### src/rtl/core/jsri_pkg.sv
// Shared types, constants and helper functions of the joystick servo rate integrator.
// No dependencies; the design files refer to this package by scoped names, the bench imports it.
`default_nettype none

package jsri_pkg;

   // Servo set
   localparam int SERVO_COUNT = 6;
   localparam int WIDTH_BITS  = 12;
   localparam int PACK_PITCH  = 12;
   localparam int SUM_BITS    = WIDTH_BITS + 2;

   localparam int SERVO_BASE     = 0;
   localparam int SERVO_SHOULDER = 1;
   localparam int SERVO_ELBOW    = 2;
   localparam int SERVO_WRIST    = 3;
   localparam int SERVO_TURN     = 4;
   localparam int SERVO_CLAW     = 5;
   localparam int PRESET_COUNT   = 5;
   localparam int GROUP_SIZE     = 3;

   // Step scaling: q = (mag * gain * ceil(2^36 / divisor)) >> 36, exact for gain*mag < 2^21
   localparam int STEP_BITS   = 7;
   localparam int QUOT_BITS   = 6;
   localparam int MAG_BITS    = 16;
   localparam int COEF_BITS   = 28;
   localparam int PROD_BITS   = MAG_BITS + COEF_BITS;
   localparam int SCALE_SHIFT = 36;

   localparam longint unsigned SCALE_ONE     = 64'd1 << SCALE_SHIFT;
   localparam longint unsigned ARM_DIVISOR   = 64'd32175;
   localparam longint unsigned TURN_DIVISOR  = 64'd32157;
   localparam longint unsigned ARM_GAIN      = 64'd3;
   localparam longint unsigned WRIST_GAIN    = 64'd10;
   localparam longint unsigned TURN_GAIN     = 64'd45;
   localparam longint unsigned RECIP_ARM     = (SCALE_ONE + ARM_DIVISOR - 64'd1) / ARM_DIVISOR;
   localparam longint unsigned RECIP_TURN    = (SCALE_ONE + TURN_DIVISOR - 64'd1) / TURN_DIVISOR;
   localparam logic [COEF_BITS-1:0] COEF_ARM   = COEF_BITS'(ARM_GAIN * RECIP_ARM);
   localparam logic [COEF_BITS-1:0] COEF_WRIST = COEF_BITS'(WRIST_GAIN * RECIP_ARM);
   localparam logic [COEF_BITS-1:0] COEF_TURN  = COEF_BITS'(TURN_GAIN * RECIP_TURN);

   // Configuration
   localparam int DZ_BITS       = 15;
   localparam int BOUND_BITS    = 36;
   localparam int PRESET_BITS   = 60;
   localparam int CSR_IDX_BITS  = 3;
   localparam int CSR_DATA_BITS = 60;

   localparam logic [DZ_BITS-1:0]     DEAD_ZONE_RESET    = 15'd5000;
   localparam logic [BOUND_BITS-1:0]  LOWER_BOUNDS_RESET = {12'd1000, 12'd1000, 12'd1000};
   localparam logic [BOUND_BITS-1:0]  UPPER_BOUNDS_RESET = {12'd2000, 12'd2000, 12'd2000};
   localparam logic [PRESET_BITS-1:0] DRIVE_PRESET_RESET = 60'd422336192005326000;
   localparam logic [PRESET_BITS-1:0] READY_PRESET_RESET = 60'd422315569453057500;

   localparam logic [WIDTH_BITS-1:0] WIDTH_RESET     = 12'd1500;
   localparam logic [WIDTH_BITS-1:0] LAST_SENT_RESET = 12'd1501;

   localparam logic [3:0] CLAW_TOGGLE_BUTTON = 4'd3;

   typedef enum logic [CSR_IDX_BITS-1:0] {
      CSR_DEAD_ZONE      = 3'd0,
      CSR_LOWER_BOUNDS_A = 3'd1,
      CSR_LOWER_BOUNDS_B = 3'd2,
      CSR_UPPER_BOUNDS_A = 3'd3,
      CSR_UPPER_BOUNDS_B = 3'd4,
      CSR_DRIVE_PRESET   = 3'd5,
      CSR_READY_PRESET   = 3'd6
   } csr_index_type;

   typedef enum logic [2:0] {
      CMD_JOYSTICK      = 3'd0,
      CMD_BUTTON        = 3'd1,
      CMD_RESET         = 3'd2,
      CMD_STORAGE_READY = 3'd3,
      CMD_READY_DRIVE   = 3'd4,
      CMD_DRIVE_READY   = 3'd5,
      CMD_RESEND        = 3'd6
   } cmd_type;

   typedef enum logic [2:0] {
      MSG_ARM           = 3'd0,
      MSG_RESET         = 3'd1,
      MSG_STORAGE_READY = 3'd2,
      MSG_READY_DRIVE   = 3'd3,
      MSG_DRIVE_READY   = 3'd4
   } msg_type;

   typedef logic [WIDTH_BITS-1:0]        width_type;
   typedef width_type [SERVO_COUNT-1:0]  width_set_type;
   typedef logic signed [STEP_BITS-1:0]  step_type;
   typedef step_type [SERVO_COUNT-1:0]   step_set_type;

   typedef struct packed {
      logic [2:0]         command;
      logic signed [15:0] stick1_x;
      logic signed [15:0] stick1_y;
      logic signed [15:0] left_trigger;
      logic signed [15:0] stick2_x;
      logic signed [15:0] stick2_y;
      logic signed [15:0] right_trigger;
      logic [3:0]         button_code;
   } req_payload_type;

   typedef struct packed {
      logic        send;
      logic [2:0]  message;
      logic [11:0] base_width;
      logic [11:0] shoulder_width;
      logic [11:0] elbow_width;
      logic [11:0] wrist_width;
      logic [11:0] wrist_turn_width;
      logic [11:0] claw_width;
   } rsp_payload_type;

   typedef struct packed {
      logic [DZ_BITS-1:0]     dead_zone;
      logic [BOUND_BITS-1:0]  lower_bounds_a;
      logic [BOUND_BITS-1:0]  lower_bounds_b;
      logic [BOUND_BITS-1:0]  upper_bounds_a;
      logic [BOUND_BITS-1:0]  upper_bounds_b;
      logic [PRESET_BITS-1:0] drive_preset;
      logic [PRESET_BITS-1:0] ready_preset;
   } cfg_type;

   // Sign and magnitude of an axis after the dead zone
   typedef struct packed {
      logic                neg;
      logic [MAG_BITS-1:0] mag;
   } mag_type;

   // Inside the zone gives 0, beyond it moves toward 0, on its edge passes unchanged
   function automatic mag_type dead_band(input logic signed [15:0] v,
                                         input logic [DZ_BITS-1:0] dz);
      logic [16:0] v_ext;
      logic [16:0] abs_v;
      logic [16:0] dz_ext;
      logic [16:0] diff;
      mag_type     r;
      v_ext  = {v[15], v};
      abs_v  = v[15] ? (17'd0 - v_ext) : v_ext;
      dz_ext = {2'b00, dz};
      diff   = abs_v - dz_ext;
      r.neg  = v[15];
      if (abs_v < dz_ext) begin
         r.mag = '0;
      end else if (abs_v > dz_ext) begin
         r.mag = diff[MAG_BITS-1:0];
      end else begin
         r.mag = abs_v[MAG_BITS-1:0];
      end
      return r;
   endfunction

   // Signed step, truncated toward zero
   function automatic step_type scaled_step(input logic [MAG_BITS-1:0] mag,
                                            input logic neg,
                                            input logic [COEF_BITS-1:0] coef);
      logic [PROD_BITS-1:0] prod;
      logic [STEP_BITS-1:0] q_ext;
      prod  = PROD_BITS'(mag) * PROD_BITS'(coef);
      q_ext = {1'b0, prod[SCALE_SHIFT +: QUOT_BITS]};
      return step_type'(neg ? (STEP_BITS'(0) - q_ext) : q_ext);
   endfunction

endpackage

`default_nettype wire

### src/rtl/core/jsri_csr_regs.sv
// Configuration register file: dead zone, servo bounds and pose presets.
// Depends on jsri_pkg.
`default_nettype none

module jsri_csr_regs (
   input  wire logic                                clock,
   input  wire logic                                reset,
   input  wire logic                                write_en,
   input  wire logic [jsri_pkg::CSR_IDX_BITS-1:0]   write_index,
   input  wire logic [jsri_pkg::CSR_DATA_BITS-1:0]  write_data,
   output jsri_pkg::cfg_type                        cfg
);

   jsri_pkg::cfg_type cfg_ff;
   jsri_pkg::cfg_type cfg_in;

   always_comb begin
      cfg_in = cfg_ff;
      if (write_en) begin
         case (write_index)
            jsri_pkg::CSR_DEAD_ZONE:
               cfg_in.dead_zone = write_data[jsri_pkg::DZ_BITS-1:0];
            jsri_pkg::CSR_LOWER_BOUNDS_A:
               cfg_in.lower_bounds_a = write_data[jsri_pkg::BOUND_BITS-1:0];
            jsri_pkg::CSR_LOWER_BOUNDS_B:
               cfg_in.lower_bounds_b = write_data[jsri_pkg::BOUND_BITS-1:0];
            jsri_pkg::CSR_UPPER_BOUNDS_A:
               cfg_in.upper_bounds_a = write_data[jsri_pkg::BOUND_BITS-1:0];
            jsri_pkg::CSR_UPPER_BOUNDS_B:
               cfg_in.upper_bounds_b = write_data[jsri_pkg::BOUND_BITS-1:0];
            jsri_pkg::CSR_DRIVE_PRESET:
               cfg_in.drive_preset = write_data[jsri_pkg::PRESET_BITS-1:0];
            jsri_pkg::CSR_READY_PRESET:
               cfg_in.ready_preset = write_data[jsri_pkg::PRESET_BITS-1:0];
            default: begin
               // unmapped index: dropped
            end
         endcase
      end
   end

   always_ff @(posedge clock) begin
      if (reset) begin
         cfg_ff.dead_zone      <= jsri_pkg::DEAD_ZONE_RESET;
         cfg_ff.lower_bounds_a <= jsri_pkg::LOWER_BOUNDS_RESET;
         cfg_ff.lower_bounds_b <= jsri_pkg::LOWER_BOUNDS_RESET;
         cfg_ff.upper_bounds_a <= jsri_pkg::UPPER_BOUNDS_RESET;
         cfg_ff.upper_bounds_b <= jsri_pkg::UPPER_BOUNDS_RESET;
         cfg_ff.drive_preset   <= jsri_pkg::DRIVE_PRESET_RESET;
         cfg_ff.ready_preset   <= jsri_pkg::READY_PRESET_RESET;
      end else begin
         cfg_ff <= cfg_in;
      end
   end

   assign cfg = cfg_ff;

endmodule

`default_nettype wire

### src/rtl/core/jsri_step_calc.sv
// Dead zone and constant scaling of the stick axes and trigger difference into joint steps.
// Depends on jsri_pkg; purely combinational.
`default_nettype none

module jsri_step_calc (
   input  wire jsri_pkg::req_payload_type     item,
   input  wire logic [jsri_pkg::DZ_BITS-1:0]  dead_zone,
   output jsri_pkg::step_set_type             steps
);

   jsri_pkg::mag_type  x1;
   jsri_pkg::mag_type  y1;
   jsri_pkg::mag_type  x2;
   jsri_pkg::mag_type  y2;
   logic signed [16:0] trig_diff;
   logic [16:0]        trig_abs;

   always_comb begin
      x1 = jsri_pkg::dead_band(item.stick1_x, dead_zone);
      y1 = jsri_pkg::dead_band(item.stick1_y, dead_zone);
      x2 = jsri_pkg::dead_band(item.stick2_x, dead_zone);
      y2 = jsri_pkg::dead_band(item.stick2_y, dead_zone);

      // triggers skip the dead zone; wrist follows right minus left
      trig_diff = {item.right_trigger[15], item.right_trigger}
                - {item.left_trigger[15], item.left_trigger};
      trig_abs  = trig_diff[16] ? (17'd0 - trig_diff) : trig_diff;

      steps[jsri_pkg::SERVO_BASE]     = jsri_pkg::scaled_step(x2.mag, !x2.neg,
                                                              jsri_pkg::COEF_ARM);
      steps[jsri_pkg::SERVO_SHOULDER] = jsri_pkg::scaled_step(y2.mag, !y2.neg,
                                                              jsri_pkg::COEF_ARM);
      steps[jsri_pkg::SERVO_ELBOW]    = jsri_pkg::scaled_step(y1.mag, y1.neg,
                                                              jsri_pkg::COEF_ARM);
      steps[jsri_pkg::SERVO_WRIST]    = jsri_pkg::scaled_step(
                                           trig_abs[jsri_pkg::MAG_BITS-1:0], trig_diff[16],
                                           jsri_pkg::COEF_WRIST);
      steps[jsri_pkg::SERVO_TURN]     = jsri_pkg::scaled_step(x1.mag, x1.neg,
                                                              jsri_pkg::COEF_TURN);
      steps[jsri_pkg::SERVO_CLAW]     = steps[jsri_pkg::SERVO_TURN];
   end

endmodule

`default_nettype wire

### src/rtl/core/jsri_servo_state.sv
// Servo width and last-sent state, bounded step update, pose loads and message choice.
// Depends on jsri_pkg; fed by jsri_step_calc and jsri_csr_regs.
`default_nettype none

module jsri_servo_state (
   input  wire logic                       clock,
   input  wire logic                       reset,
   input  wire logic                       advance,
   input  wire jsri_pkg::req_payload_type  item,
   input  wire jsri_pkg::step_set_type     steps,
   input  wire jsri_pkg::cfg_type          cfg,
   output jsri_pkg::rsp_payload_type       result
);

   jsri_pkg::width_set_type widths_ff;
   jsri_pkg::width_set_type widths_in;
   jsri_pkg::width_set_type last_ff;
   jsri_pkg::width_set_type last_in;
   jsri_pkg::width_set_type lower;
   jsri_pkg::width_set_type upper;
   jsri_pkg::width_set_type joy_widths;
   jsri_pkg::width_set_type shown;
   logic signed [jsri_pkg::SUM_BITS-1:0] sum_s [jsri_pkg::SERVO_COUNT];
   logic                                  send;
   jsri_pkg::msg_type                     msg;

   // bound unpacking and per-servo step check
   always_comb begin
      for (int i = 0; i < jsri_pkg::GROUP_SIZE; i++) begin
         lower[i] = jsri_pkg::WIDTH_BITS'(cfg.lower_bounds_a[i*jsri_pkg::PACK_PITCH +:
                                                            jsri_pkg::PACK_PITCH]);
         upper[i] = jsri_pkg::WIDTH_BITS'(cfg.upper_bounds_a[i*jsri_pkg::PACK_PITCH +:
                                                            jsri_pkg::PACK_PITCH]);
         lower[i+jsri_pkg::GROUP_SIZE] = jsri_pkg::WIDTH_BITS'(
            cfg.lower_bounds_b[i*jsri_pkg::PACK_PITCH +: jsri_pkg::PACK_PITCH]);
         upper[i+jsri_pkg::GROUP_SIZE] = jsri_pkg::WIDTH_BITS'(
            cfg.upper_bounds_b[i*jsri_pkg::PACK_PITCH +: jsri_pkg::PACK_PITCH]);
      end
      for (int i = 0; i < jsri_pkg::SERVO_COUNT; i++) begin
         sum_s[i] = $signed({2'b00, widths_ff[i]})
                  + $signed({{(jsri_pkg::SUM_BITS-jsri_pkg::STEP_BITS)
                              {steps[i][jsri_pkg::STEP_BITS-1]}}, steps[i]});
         if (steps[i] != '0
             && sum_s[i] <= $signed({2'b00, upper[i]})
             && sum_s[i] >= $signed({2'b00, lower[i]})) begin
            joy_widths[i] = sum_s[i][jsri_pkg::WIDTH_BITS-1:0];
         end else begin
            joy_widths[i] = widths_ff[i];
         end
      end
   end

   // command decode
   always_comb begin
      widths_in = widths_ff;
      last_in   = last_ff;
      send      = 1'b0;
      msg       = jsri_pkg::MSG_ARM;
      case (item.command)
         jsri_pkg::CMD_JOYSTICK: begin
            widths_in = joy_widths;
            if (joy_widths != last_ff) begin
               send    = 1'b1;
               last_in = joy_widths;
            end
         end
         jsri_pkg::CMD_BUTTON: begin
            if (item.button_code == jsri_pkg::CLAW_TOGGLE_BUTTON) begin
               widths_in[jsri_pkg::SERVO_CLAW] =
                  (widths_ff[jsri_pkg::SERVO_CLAW] == lower[jsri_pkg::SERVO_CLAW]) ?
                  upper[jsri_pkg::SERVO_CLAW] : lower[jsri_pkg::SERVO_CLAW];
            end
         end
         jsri_pkg::CMD_RESET, jsri_pkg::CMD_STORAGE_READY, jsri_pkg::CMD_DRIVE_READY: begin
            for (int i = 0; i < jsri_pkg::PRESET_COUNT; i++) begin
               widths_in[i] = jsri_pkg::WIDTH_BITS'(
                  cfg.ready_preset[i*jsri_pkg::PACK_PITCH +: jsri_pkg::PACK_PITCH]);
            end
            widths_in[jsri_pkg::SERVO_CLAW] = lower[jsri_pkg::SERVO_CLAW];
            last_in = widths_in;
            send    = 1'b1;
            if (item.command == jsri_pkg::CMD_RESET) begin
               msg = jsri_pkg::MSG_RESET;
            end else if (item.command == jsri_pkg::CMD_STORAGE_READY) begin
               msg = jsri_pkg::MSG_STORAGE_READY;
            end else begin
               msg = jsri_pkg::MSG_DRIVE_READY;
            end
         end
         jsri_pkg::CMD_READY_DRIVE: begin
            for (int i = 0; i < jsri_pkg::PRESET_COUNT; i++) begin
               widths_in[i] = jsri_pkg::WIDTH_BITS'(
                  cfg.drive_preset[i*jsri_pkg::PACK_PITCH +: jsri_pkg::PACK_PITCH]);
            end
            widths_in[jsri_pkg::SERVO_CLAW] = upper[jsri_pkg::SERVO_CLAW];
            last_in = widths_in;
            send    = 1'b1;
            msg     = jsri_pkg::MSG_READY_DRIVE;
         end
         jsri_pkg::CMD_RESEND: begin
            send = 1'b1;
         end
         default: begin
            // unused command code: no change, nothing sent
         end
      endcase
   end

   // result word
   always_comb begin
      shown = (item.command == jsri_pkg::CMD_RESEND) ? last_ff : widths_in;
      result.send             = send;
      result.message          = msg;
      result.base_width       = shown[jsri_pkg::SERVO_BASE];
      result.shoulder_width   = shown[jsri_pkg::SERVO_SHOULDER];
      result.elbow_width      = shown[jsri_pkg::SERVO_ELBOW];
      result.wrist_width      = shown[jsri_pkg::SERVO_WRIST];
      result.wrist_turn_width = shown[jsri_pkg::SERVO_TURN];
      result.claw_width       = shown[jsri_pkg::SERVO_CLAW];
   end

   always_ff @(posedge clock) begin
      if (reset) begin
         widths_ff <= {jsri_pkg::SERVO_COUNT{jsri_pkg::WIDTH_RESET}};
         last_ff   <= {jsri_pkg::SERVO_COUNT{jsri_pkg::LAST_SENT_RESET}};
      end else if (advance) begin
         widths_ff <= widths_in;
         last_ff   <= last_in;
      end
   end

endmodule

`default_nettype wire

### src/rtl/core/joystick_servo_rate_integrator_unit.sv
// Joystick servo rate integrator, top level.
// Request to result: the input register, then the result register.
// Throughput: one item per cycle unless results stall; state updates with each result.
// Reset (synchronous, active high): widths 1500, last-sent set 1501, registers to defaults,
// both channels empty. Depends on jsri_pkg, jsri_csr_regs, jsri_step_calc, jsri_servo_state.
`default_nettype none

module joystick_servo_rate_integrator_unit (
   input  wire logic                                clock,
   input  wire logic                                reset,
   // request channel
   input  wire logic                                req_valid,
   output logic                                     req_stall,
   input  wire jsri_pkg::req_payload_type           req_payload,
   // result channel
   output logic                                     rsp_valid,
   input  wire logic                                rsp_stall,
   output jsri_pkg::rsp_payload_type                rsp_payload,
   // register write port
   input  wire logic                                csr_valid,
   output logic                                     csr_ready,
   input  wire logic [jsri_pkg::CSR_IDX_BITS-1:0]   csr_index,
   input  wire logic [jsri_pkg::CSR_DATA_BITS-1:0]  csr_data
);

   // Pipeline:
   //   stage 1: in_item_ff holds the accepted request.
   //   stage 2: rsp_payload_ff holds the result; the servo state is updated on the
   //            same edge that loads it, so the next item sees the new widths.
   // The result register frees itself on a transfer, so stage 1 may advance in the
   // same cycle the consumer takes the previous result.

   logic                       in_valid_ff;
   logic                       in_valid_in;
   jsri_pkg::req_payload_type  in_item_ff;
   logic                       rsp_valid_ff;
   logic                       rsp_valid_in;
   jsri_pkg::rsp_payload_type  rsp_payload_ff;

   logic                       out_free;
   logic                       advance;
   logic                       accept;

   jsri_pkg::cfg_type          cfg;
   jsri_pkg::step_set_type     steps;
   jsri_pkg::rsp_payload_type  result;

   // Handshake control
   assign out_free  = !rsp_valid_ff || !rsp_stall;
   assign advance   = in_valid_ff && out_free;
   assign req_stall = in_valid_ff && !out_free;
   assign accept    = req_valid && !req_stall;

   assign in_valid_in  = accept || (in_valid_ff && !advance);
   assign rsp_valid_in = advance || (rsp_valid_ff && rsp_stall);

   always_ff @(posedge clock) begin
      if (reset) begin
         in_valid_ff  <= 1'b0;
         rsp_valid_ff <= 1'b0;
      end else begin
         in_valid_ff  <= in_valid_in;
         rsp_valid_ff <= rsp_valid_in;
      end
   end

   // Payload registers, no reset needed
   always_ff @(posedge clock) begin
      if (accept) begin
         in_item_ff <= req_payload;
      end
      if (advance) begin
         rsp_payload_ff <= result;
      end
   end

   // Registers accept a write in every cycle
   assign csr_ready = 1'b1;

   jsri_csr_regs u_csr_regs (
      .clock       (clock),
      .reset       (reset),
      .write_en    (csr_valid),
      .write_index (csr_index),
      .write_data  (csr_data),
      .cfg         (cfg)
   );

   // Dead zone and scaling of the held item
   jsri_step_calc u_step_calc (
      .item      (in_item_ff),
      .dead_zone (cfg.dead_zone),
      .steps     (steps)
   );

   // Bounded update, pose loads, change detection
   jsri_servo_state u_servo_state (
      .clock   (clock),
      .reset   (reset),
      .advance (advance),
      .item    (in_item_ff),
      .steps   (steps),
      .cfg     (cfg),
      .result  (result)
   );

   assign rsp_valid   = rsp_valid_ff;
   assign rsp_payload = rsp_payload_ff;

   // Pose commands always send a message with the new set
   assert property (@(posedge clock) disable iff (reset)
      (advance && (in_item_ff.command == jsri_pkg::CMD_RESET
                   || in_item_ff.command == jsri_pkg::CMD_STORAGE_READY
                   || in_item_ff.command == jsri_pkg::CMD_READY_DRIVE
                   || in_item_ff.command == jsri_pkg::CMD_DRIVE_READY))
      |=> (rsp_valid_ff && rsp_payload_ff.send))
      else $error("pose command result not sent");

   // Ready-to-drive carries its own message code
   assert property (@(posedge clock) disable iff (reset)
      (advance && in_item_ff.command == jsri_pkg::CMD_READY_DRIVE)
      |=> (rsp_payload_ff.message == jsri_pkg::MSG_READY_DRIVE))
      else $error("ready-to-drive message code wrong");

   // Button presses never send
   assert property (@(posedge clock) disable iff (reset)
      (advance && in_item_ff.command == jsri_pkg::CMD_BUTTON)
      |=> (!rsp_payload_ff.send && rsp_payload_ff.message == jsri_pkg::MSG_ARM))
      else $error("button result marked as sent");

endmodule

`default_nettype wire

### config.mk
export PLATFORM = sky130hd
export DESIGN_NAME = joystick_servo_rate_integrator_unit
export DESIGN_NICKNAME = d
export VERILOG_FILES = /design/src/rtl/core/jsri_pkg.sv /design/src/rtl/core/jsri_csr_regs.sv /design/src/rtl/core/jsri_step_calc.sv /design/src/rtl/core/jsri_servo_state.sv /design/src/rtl/core/joystick_servo_rate_integrator_unit.sv
export SDC_FILE = /design/constraint.sdc
export NUM_CORES = 2
export LEC_CHECK = 0
export BUFFER_PORTS_ARGS = -buffer_cell sky130_fd_sc_hd__clkbuf_2
export CELL_PAD_IN_SITES_DETAIL_PLACEMENT = 2
export CELL_PAD_IN_SITES_GLOBAL_PLACEMENT = 2
export CORE_MARGIN = 1.5
export CORE_UTILIZATION = 33
export DETAILED_ROUTE_END_ITERATION = 10
export PLACE_DENSITY = 0.7
export SYNTH_ARGS = -nofsm -noshare
export SYNTH_HDL_FRONTEND = slang
export SYNTH_SLANG_ARGS = --single-unit
### constraint.sdc
create_clock -name clock -period 33.7 [get_ports clock]
set_input_delay 1.685 -clock clock [delete_from_list [all_inputs] [get_ports clock]]
set_output_delay 1.685 -clock clock [all_outputs]
set_load 0.05 [all_outputs]
== After elaboration in Yosys (flattened, before gate mapping) ==
Cells that the tools add are included.
Operators by class
  muxes and demuxes: 36
  multiply operators: 5
  equality and inequality tests: 16
  add/subtract/negate cells: 21
  order comparisons: 20
  reduce and logical (&&, ||, !) cells: 43
Operators by type and width (count)
  $pmux W72 S3: 1
  $pmux W60 S3: 1
  $mux W16: 9
  $mux W72: 2
  $mul A16 B21 Y37 const B: 3
  $mux W12: 8
  $add A13 B7 Y14: 6
  $ge A14 B13 Y1: 6
  $le A14 B13 Y1: 6
  $ne A72 B72 Y1: 1
  $gt A17 B15 Y1: 4
  $lt A17 B15 Y1: 4
  $mux W17: 4
  $sub A1 B16 Y17 const A: 4
  $sub A16 B15 Y16: 4
  $pmux W12 S4: 1
  $mul A16 B27 Y42 const B: 1
  $mul A16 B22 Y38 const B: 1
  $mux W7: 5
  $reduce_bool A7 Y1: 5
  $eq A3 B3 Y1 const B: 6
  $logic_and A1 B1 Y1: 17
  $sub A16 B16 Y17: 1
  $sub A1 B16 Y16 const A: 1
  other kinds (20): 40
Storage, ports and cells
  register bits after elaboration: 604
  logic and storage cells: 178

== Logic depth before layout (Yosys ltp) ==
  depth after elaboration: 16
  gate-level depth with buffers: 73
  mapped depth without buffers: 69

== Hierarchy ==
Synthesis repeated with hierarchy kept, for this count alone.
Second synthesis, totals
  cells, all modules: 7623
  area total of the unflattened synthesis: 69833.2 um^2
Modules (own cells, without submodules)
  jsri_step_calc: area each 34384.2 um^2, cells each 3785, times used 1
  jsri_servo_state: area each 19274.7 um^2, cells each 2636, times used 1
  jsri_csr_regs: area each 10701.5 um^2, cells each 1011, times used 1
  joystick_servo_rate_integrator_unit: area each 5472.7 um^2, cells each 191, times used 1

== Least setup slack after synthesis ==
OpenSTA, ideal clock, no wires.
  path kind: reg2reg
  from: register in_item_ff[4] (netlist bit)
  to: register u_servo_state.last_ff[25] (netlist bit)
  required time: 33.577 ns
  library setup time: 0.123 ns
  stages on the path, launching flop included: 58
  slack: 18.204 ns
  data arrival time: 15.372 ns
  cells stage by stage: edfxtp_1 > inv_1 > ha_1 > inv_1 > fa_1 > a21o_1 > a21oi_1 > xnor2_1 > or3_1 > or3_1 > or3_1 > or3_1 > a2111oi_0 > nand4_1 > a21oi_1 > xor2_1 > fa_1 > inv_1 > [... 22 more ...] > a21o_1 > a21o_1 > a21o_1 > a21o_1 > a221o_1 > a32o_1 > or4_1 > a311oi_1 > a21o_1 > mux2_2 > a2111oi_0 > nand4_1 > nor4_2 > nand4_1 > o211ai_2 > buf_6 > buf_8 > mux2_1
Between the ends
  word-level cells in the longest chain between the ends: 14
RTL lines
  from (decl): line joystick_servo_rate_integrator_unit.sv:35  | jsri_pkg::req_payload_type in_item_ff;
  from (signal assigned): line joystick_servo_rate_integrator_unit.sv:70  | in_item_ff <= req_payload;
  $sub A16 B16 Y17 (*): line jsri_step_calc.sv:26  | - {item.left_trigger[15], item.left_trigger};
  $sub A1 B16 Y16: line jsri_step_calc.sv:27  | trig_abs = trig_diff[16] ? (17'd0 - trig_diff) : trig_diff;
  $mux W16: line jsri_step_calc.sv:27
  $mul A16 B22 Y38: line jsri_pkg.sv:160  | prod = PROD_BITS'(mag) * PROD_BITS'(coef);
  $sub A1 B5 Y6: line jsri_pkg.sv:162  | return step_type'(neg ? (STEP_BITS'(0) - q_ext) : q_ext);
  $mux W7 (*): line jsri_pkg.sv:162
  $add A13 B7 Y14: line jsri_servo_state.sv:41  | + $signed({{(jsri_pkg::SUM_BITS-jsri_pkg::STEP_BITS)
  $le A14 B13 Y1: line jsri_servo_state.sv:44  | && sum_s[i] <= $signed({2'b00, upper[i]})
  $logic_and A1 B1 Y1: line jsri_servo_state.sv:44
  $logic_and A1 B1 Y1: line jsri_servo_state.sv:45  | && sum_s[i] >= $signed({2'b00, lower[i]})) begin
  $mux W12 (*): line jsri_servo_state.sv:43  | if (steps[i] != '0
  $ne A72 B72 Y1 (*): line jsri_servo_state.sv:62  | if (joy_widths != last_ff) begin
  $ne A2 B1 Y1 (no source line) (*)
  $reduce_and A3 Y1 (no source line) (*)
  to (signal assigned): line jsri_servo_state.sv:125  | last_ff <= {jsri_pkg::SERVO_COUNT{jsri_pkg::LAST_SENT_RESET}};
  to (signal assigned): line jsri_servo_state.sv:128  | last_ff <= last_in;
  to (decl): line jsri_servo_state.sv:17  | jsri_pkg::width_set_type last_ff;
Mark *: on every way between the ends. The rest lies on a longest branch, timed or not.
A chain may end at the register's enable or synchronous reset.

== Worst setup path after layout ==
  from: register in_item_ff[5] (netlist bit)
  to: register u_servo_state.last_ff[35] (netlist bit)
The elaborated chain is that of the path after synthesis.

==> PnR_summary.wiki <==
{| class="wikitable"
! Metric !! Value
|-
| Run status || complete, no violations
|-
| Dominant synthesized flop cell || dfxtp_1
|-
| Sequential cell area fraction in the yosys report || 0.199
|-
| Synth-to-layout area growth || 10.5%
|-
| Layout cell share with drive strength beyond 1 || 0.0702
|-
| Netlist area before placement || 0.0697 sq mm
|-
| Flop2flop setup slack || 13.02 ns
|-
| Share of the clock period used by the worst path after layout || 0.614
|-
| Vias post-DR || 59.4k
|-
| First-pass detailed-route iteration total || 5
|-
| Total length of routed wires || 276 mm
|-
| Worst setup SP type || flop
|-
| Wire length of the first global-routing pass || 419 mm
|-
| Number of enable-type register cells in the synthesized netlist || 179
|-
| Die Span Y || 463 um
|-
| Top achievable clock speed || 48.4 MHz
|-
| Root buffer cell || clkbuf_16
|-
| Number of max-cap violations || 0
|-
| Data arrival time at the worst-slack endpoint || 21.28 ns
|-
| Startpoint-to-endpoint class of the critical path || flop to flop
|-
| Hold-fix buffers at CTS || 0
|-
| Startpoint of the worst register-to-register path || in_item_ff[5]
|-
| Final-layout setup total negative slack || 0 ns
|-
| Port-buffer cells || 248
|-
| Start point of the critical path || in_item_ff[5]
|-
| HP Class || flop to flop
|-
| Transition time at the pin with the least slew margin || 1.26 ns
|-
| Number of failing hold endpoints at the final stage || 0
|-
| Post-route antenna net violation count || 0
|-
| Overall die width || 463 um
|-
| Worst reg2reg endpoint || u_servo_state.last_ff[35]
|-
| Hpwl dp || 226 mm
|-
| Maximum number of pins on one net before global-route repair || 137
|-
| RSZ-0062 raised after global routing || no
|-
| Worst path slowest cell || a2111oi_1
|-
| Maximum level of the CTS H-tree || 3
|-
| Net total in the final layout || 10.1k
|-
| Initial Util || 0.332
|-
| Required time of the worst setup path || 34.30 ns
|-
| DIE AREA || 0.214 sq mm
|-
| Num CTS Buffers || 81
|-
| Worst-path fanout max || 40
|-
| Layout Skew || 0.0761 ns
|-
| Logic depth of the worst register-to-register path || 59
|-
| Synthesized area divided by synthesized cell count || 8.67 sq um
|-
| Number of library cell types mapped by synthesis || 99
|-
| Post-detailed-route via-to-cell ratio || 5.36
|-
| Vias in the first global route || 66.6k
|-
| Fraction of registers with async set or reset after synthesis || 0
|-
| Cell repeated most along the worst path || fa_1
|-
| Critical path endpoint || u_servo_state.last_ff[35]
|-
| Initial antenna violation count || 17
|-
| Post-synth net total || 9,896
|-
| Gpl congestion || 0.916
|-
| Warnings from Yosys || 0
|-
| Number of buffers on the longest clock path || 3
|-
| Count of boundary I/O pins || 250
|-
| Setup Viol. Count Final || 0
|-
| Relative slew slack || 0.159
|-
| Number of storage elements in the synthesis netlist || 604
|-
| Synthesized instance count || 8,043
|-
| # resized after CTS || 0
|-
| Clk Latency, worst-skew pair || 0.76 ns
|-
| Global route total overflow || 0
|-
| Kind of end point of the critical path || flop
|-
| All-layer global routing usage || 0.255
|-
| Number of setup buffers added after CTS || 0
|-
| 1st-iter DRT viols || 2,615
|-
| Clock transition at path regs || 0.06 ns
|-
| Final worst path period need || 20.68 ns
|-
| Placeable core region || 0.210 sq mm
|-
| Clock tree from TritonCTS || done
|-
| Stage delay of the slowest cell on the critical path || 0.89 ns
|-
| Final Max Tran Viols || 0
|-
| Clock net sink count || 604
|-
| Final routed wire length divided by cell count || 24.9 um
|-
| Cell row count || 168
|-
| DR DRC count || 0
|}
==> stage by stage <==
| step | util | area (sq um) | hold slack [ns] | setup slack [ns] | instances |
|---|---|---|---|---|---|
| 2_1_floorplan | - | 69700 | 0.436 | 18.20 | 8043 |
| 3_3_place_gp | 0.354 | 74300 | 0.441 | 12.78 | 10900 |
| 3_5_place_dp | 0.354 | 74300 | 0.450 | 13.33 | 10900 |
| 4_1_cts | 0.367 | 77100 | 0.457 | 13.12 | 11100 |
| 5_1_grt | 0.367 | 77100 | 0.475 | 11.99 | 11100 |
| 6_report | 0.367 | 77100 | 0.456 | 13.02 | 11100 |
==> worst min path at each step <==
stage / start / end / slack, ns / depth (start not counted)
2_1_floorplan: u_csr_regs.cfg[0] / u_csr_regs.cfg[0] / 0.44 / 2
3_3_place_gp: u_csr_regs.cfg[11] / u_csr_regs.cfg[11] / 0.44 / 2
3_5_place_dp: u_csr_regs.cfg[275] / u_csr_regs.cfg[275] / 0.45 / 2
4_1_cts: u_csr_regs.cfg[275] / u_csr_regs.cfg[275] / 0.46 / 2
5_1_grt: u_csr_regs.cfg[143] / u_csr_regs.cfg[143] / 0.47 / 2
6_report: u_csr_regs.cfg[36] / u_csr_regs.cfg[36] / 0.46 / 2
==> per-layer routing <==
metal	track usage	vias to the layer above	wire, um
li1	-	27400	-
met5	0	-	74
met4	0.0706	10	8350
met3	0.0266	325	7880
met1	0.329	30800	124000
met2	0.448	839	135000
==> synth_stat cells (42+ instances only) <==
master,instances,area (sq um)
a22oi_1,72,541
nand3b_1,90,676
nand2b_1,86,538
clkbuf_1,206,773
a21oi_1,544,2720
nand3_1,96,480
dfxtp_1,425,8510
a211oi_1,56,420
edfxtp_1,179,5380
a211o_1,118,1030
a21o_1,99,743
nand4_1,77,482
or2_2,47,294
o21ai_0,331,1660
mux2i_1,139,1390
o211ai_1,42,315
nor2b_1,64,400
nor3_1,58,290
xor2_1,80,701
xnor2_1,201,1760
nor2_1,509,1910
nand2_1,868,3260
o21bai_1,44,330
inv_1,1373,5150
ha_1,1092,13700
fa_1,590,11800
==> layout make-up <==
cell class / count / area, sq um
Clock inverter: 43 / 522
Tap cell: 2805 / 3510
Multi-Input combinational cell: 5824 / 49900
Inverter: 1375 / 5170
Sequential cell: 604 / 13900
Antenna cell: 6 / 15.0
Timing Repair Buffer: 330 / 1880
Clock buffer: 105 / 2230
Fill cell: 23600 / 133000
==> flip-flops by register name, indices dropped and copies added, names as in the netlist <==
name / cells
u_csr_regs.cfg: 279
in_item_ff: 103
u_servo_state.widths_ff: 72
rsp_payload: 76
in_valid_ff: 1
u_servo_state.last_ff: 72
rsp_valid: 1
==> critical path: cells and delay by family (launching register included) <==
kind / cells / cell delay, ns
AOI/OAI and AO/OA: 27 / 7.82
muxes: 2 / 0.60
and+or+nand+nor: 12 / 4.14
DFF: 1 / 0.45
adders and majority gates: 10 / 4.89
xor gates and xnor gates: 2 / 0.94
buffers and inverters: 6 / 1.57
==> placed cells by master, fill, tap and decap left out, types with 83 or more instances in the layout <==
master / instances
a211o_1: 118
a21o_1: 98
a21oi_1: 543
clkbuf_16: 83
clkbuf_2: 247
dfxtp_1: 425
edfxtp_1: 179
fa_1: 590
ha_1: 1092
inv_1: 1372
mux2i_1: 139
nand2_1: 867
nand2b_1: 86
nand3_1: 94
nand3b_1: 90
nor2_1: 503
o21ai_0: 331
xnor2_1: 200
==> logic make-up (layout without fill, tap and decap cells) <==
family / after synthesis / in the layout / synth area share
and+or+nand+nor: 2091 / 2091 / 0.139
adders and majority gates: 1682 / 1682 / 0.365
muxes: 168 / 168 / 0.0246
AOI/OAI and AO/OA: 1599 / 1599 / 0.147
other: 1 / 7 / 0.0000538
xor gates and xnor gates: 283 / 283 / 0.0359
buffers and inverters: 1615 / 1853 / 0.0882
DFF: 604 / 604 / 0.199
Power is not shown: default switching activity piles up to over one toggle a cycle in this logic, so the estimate is an artifact.
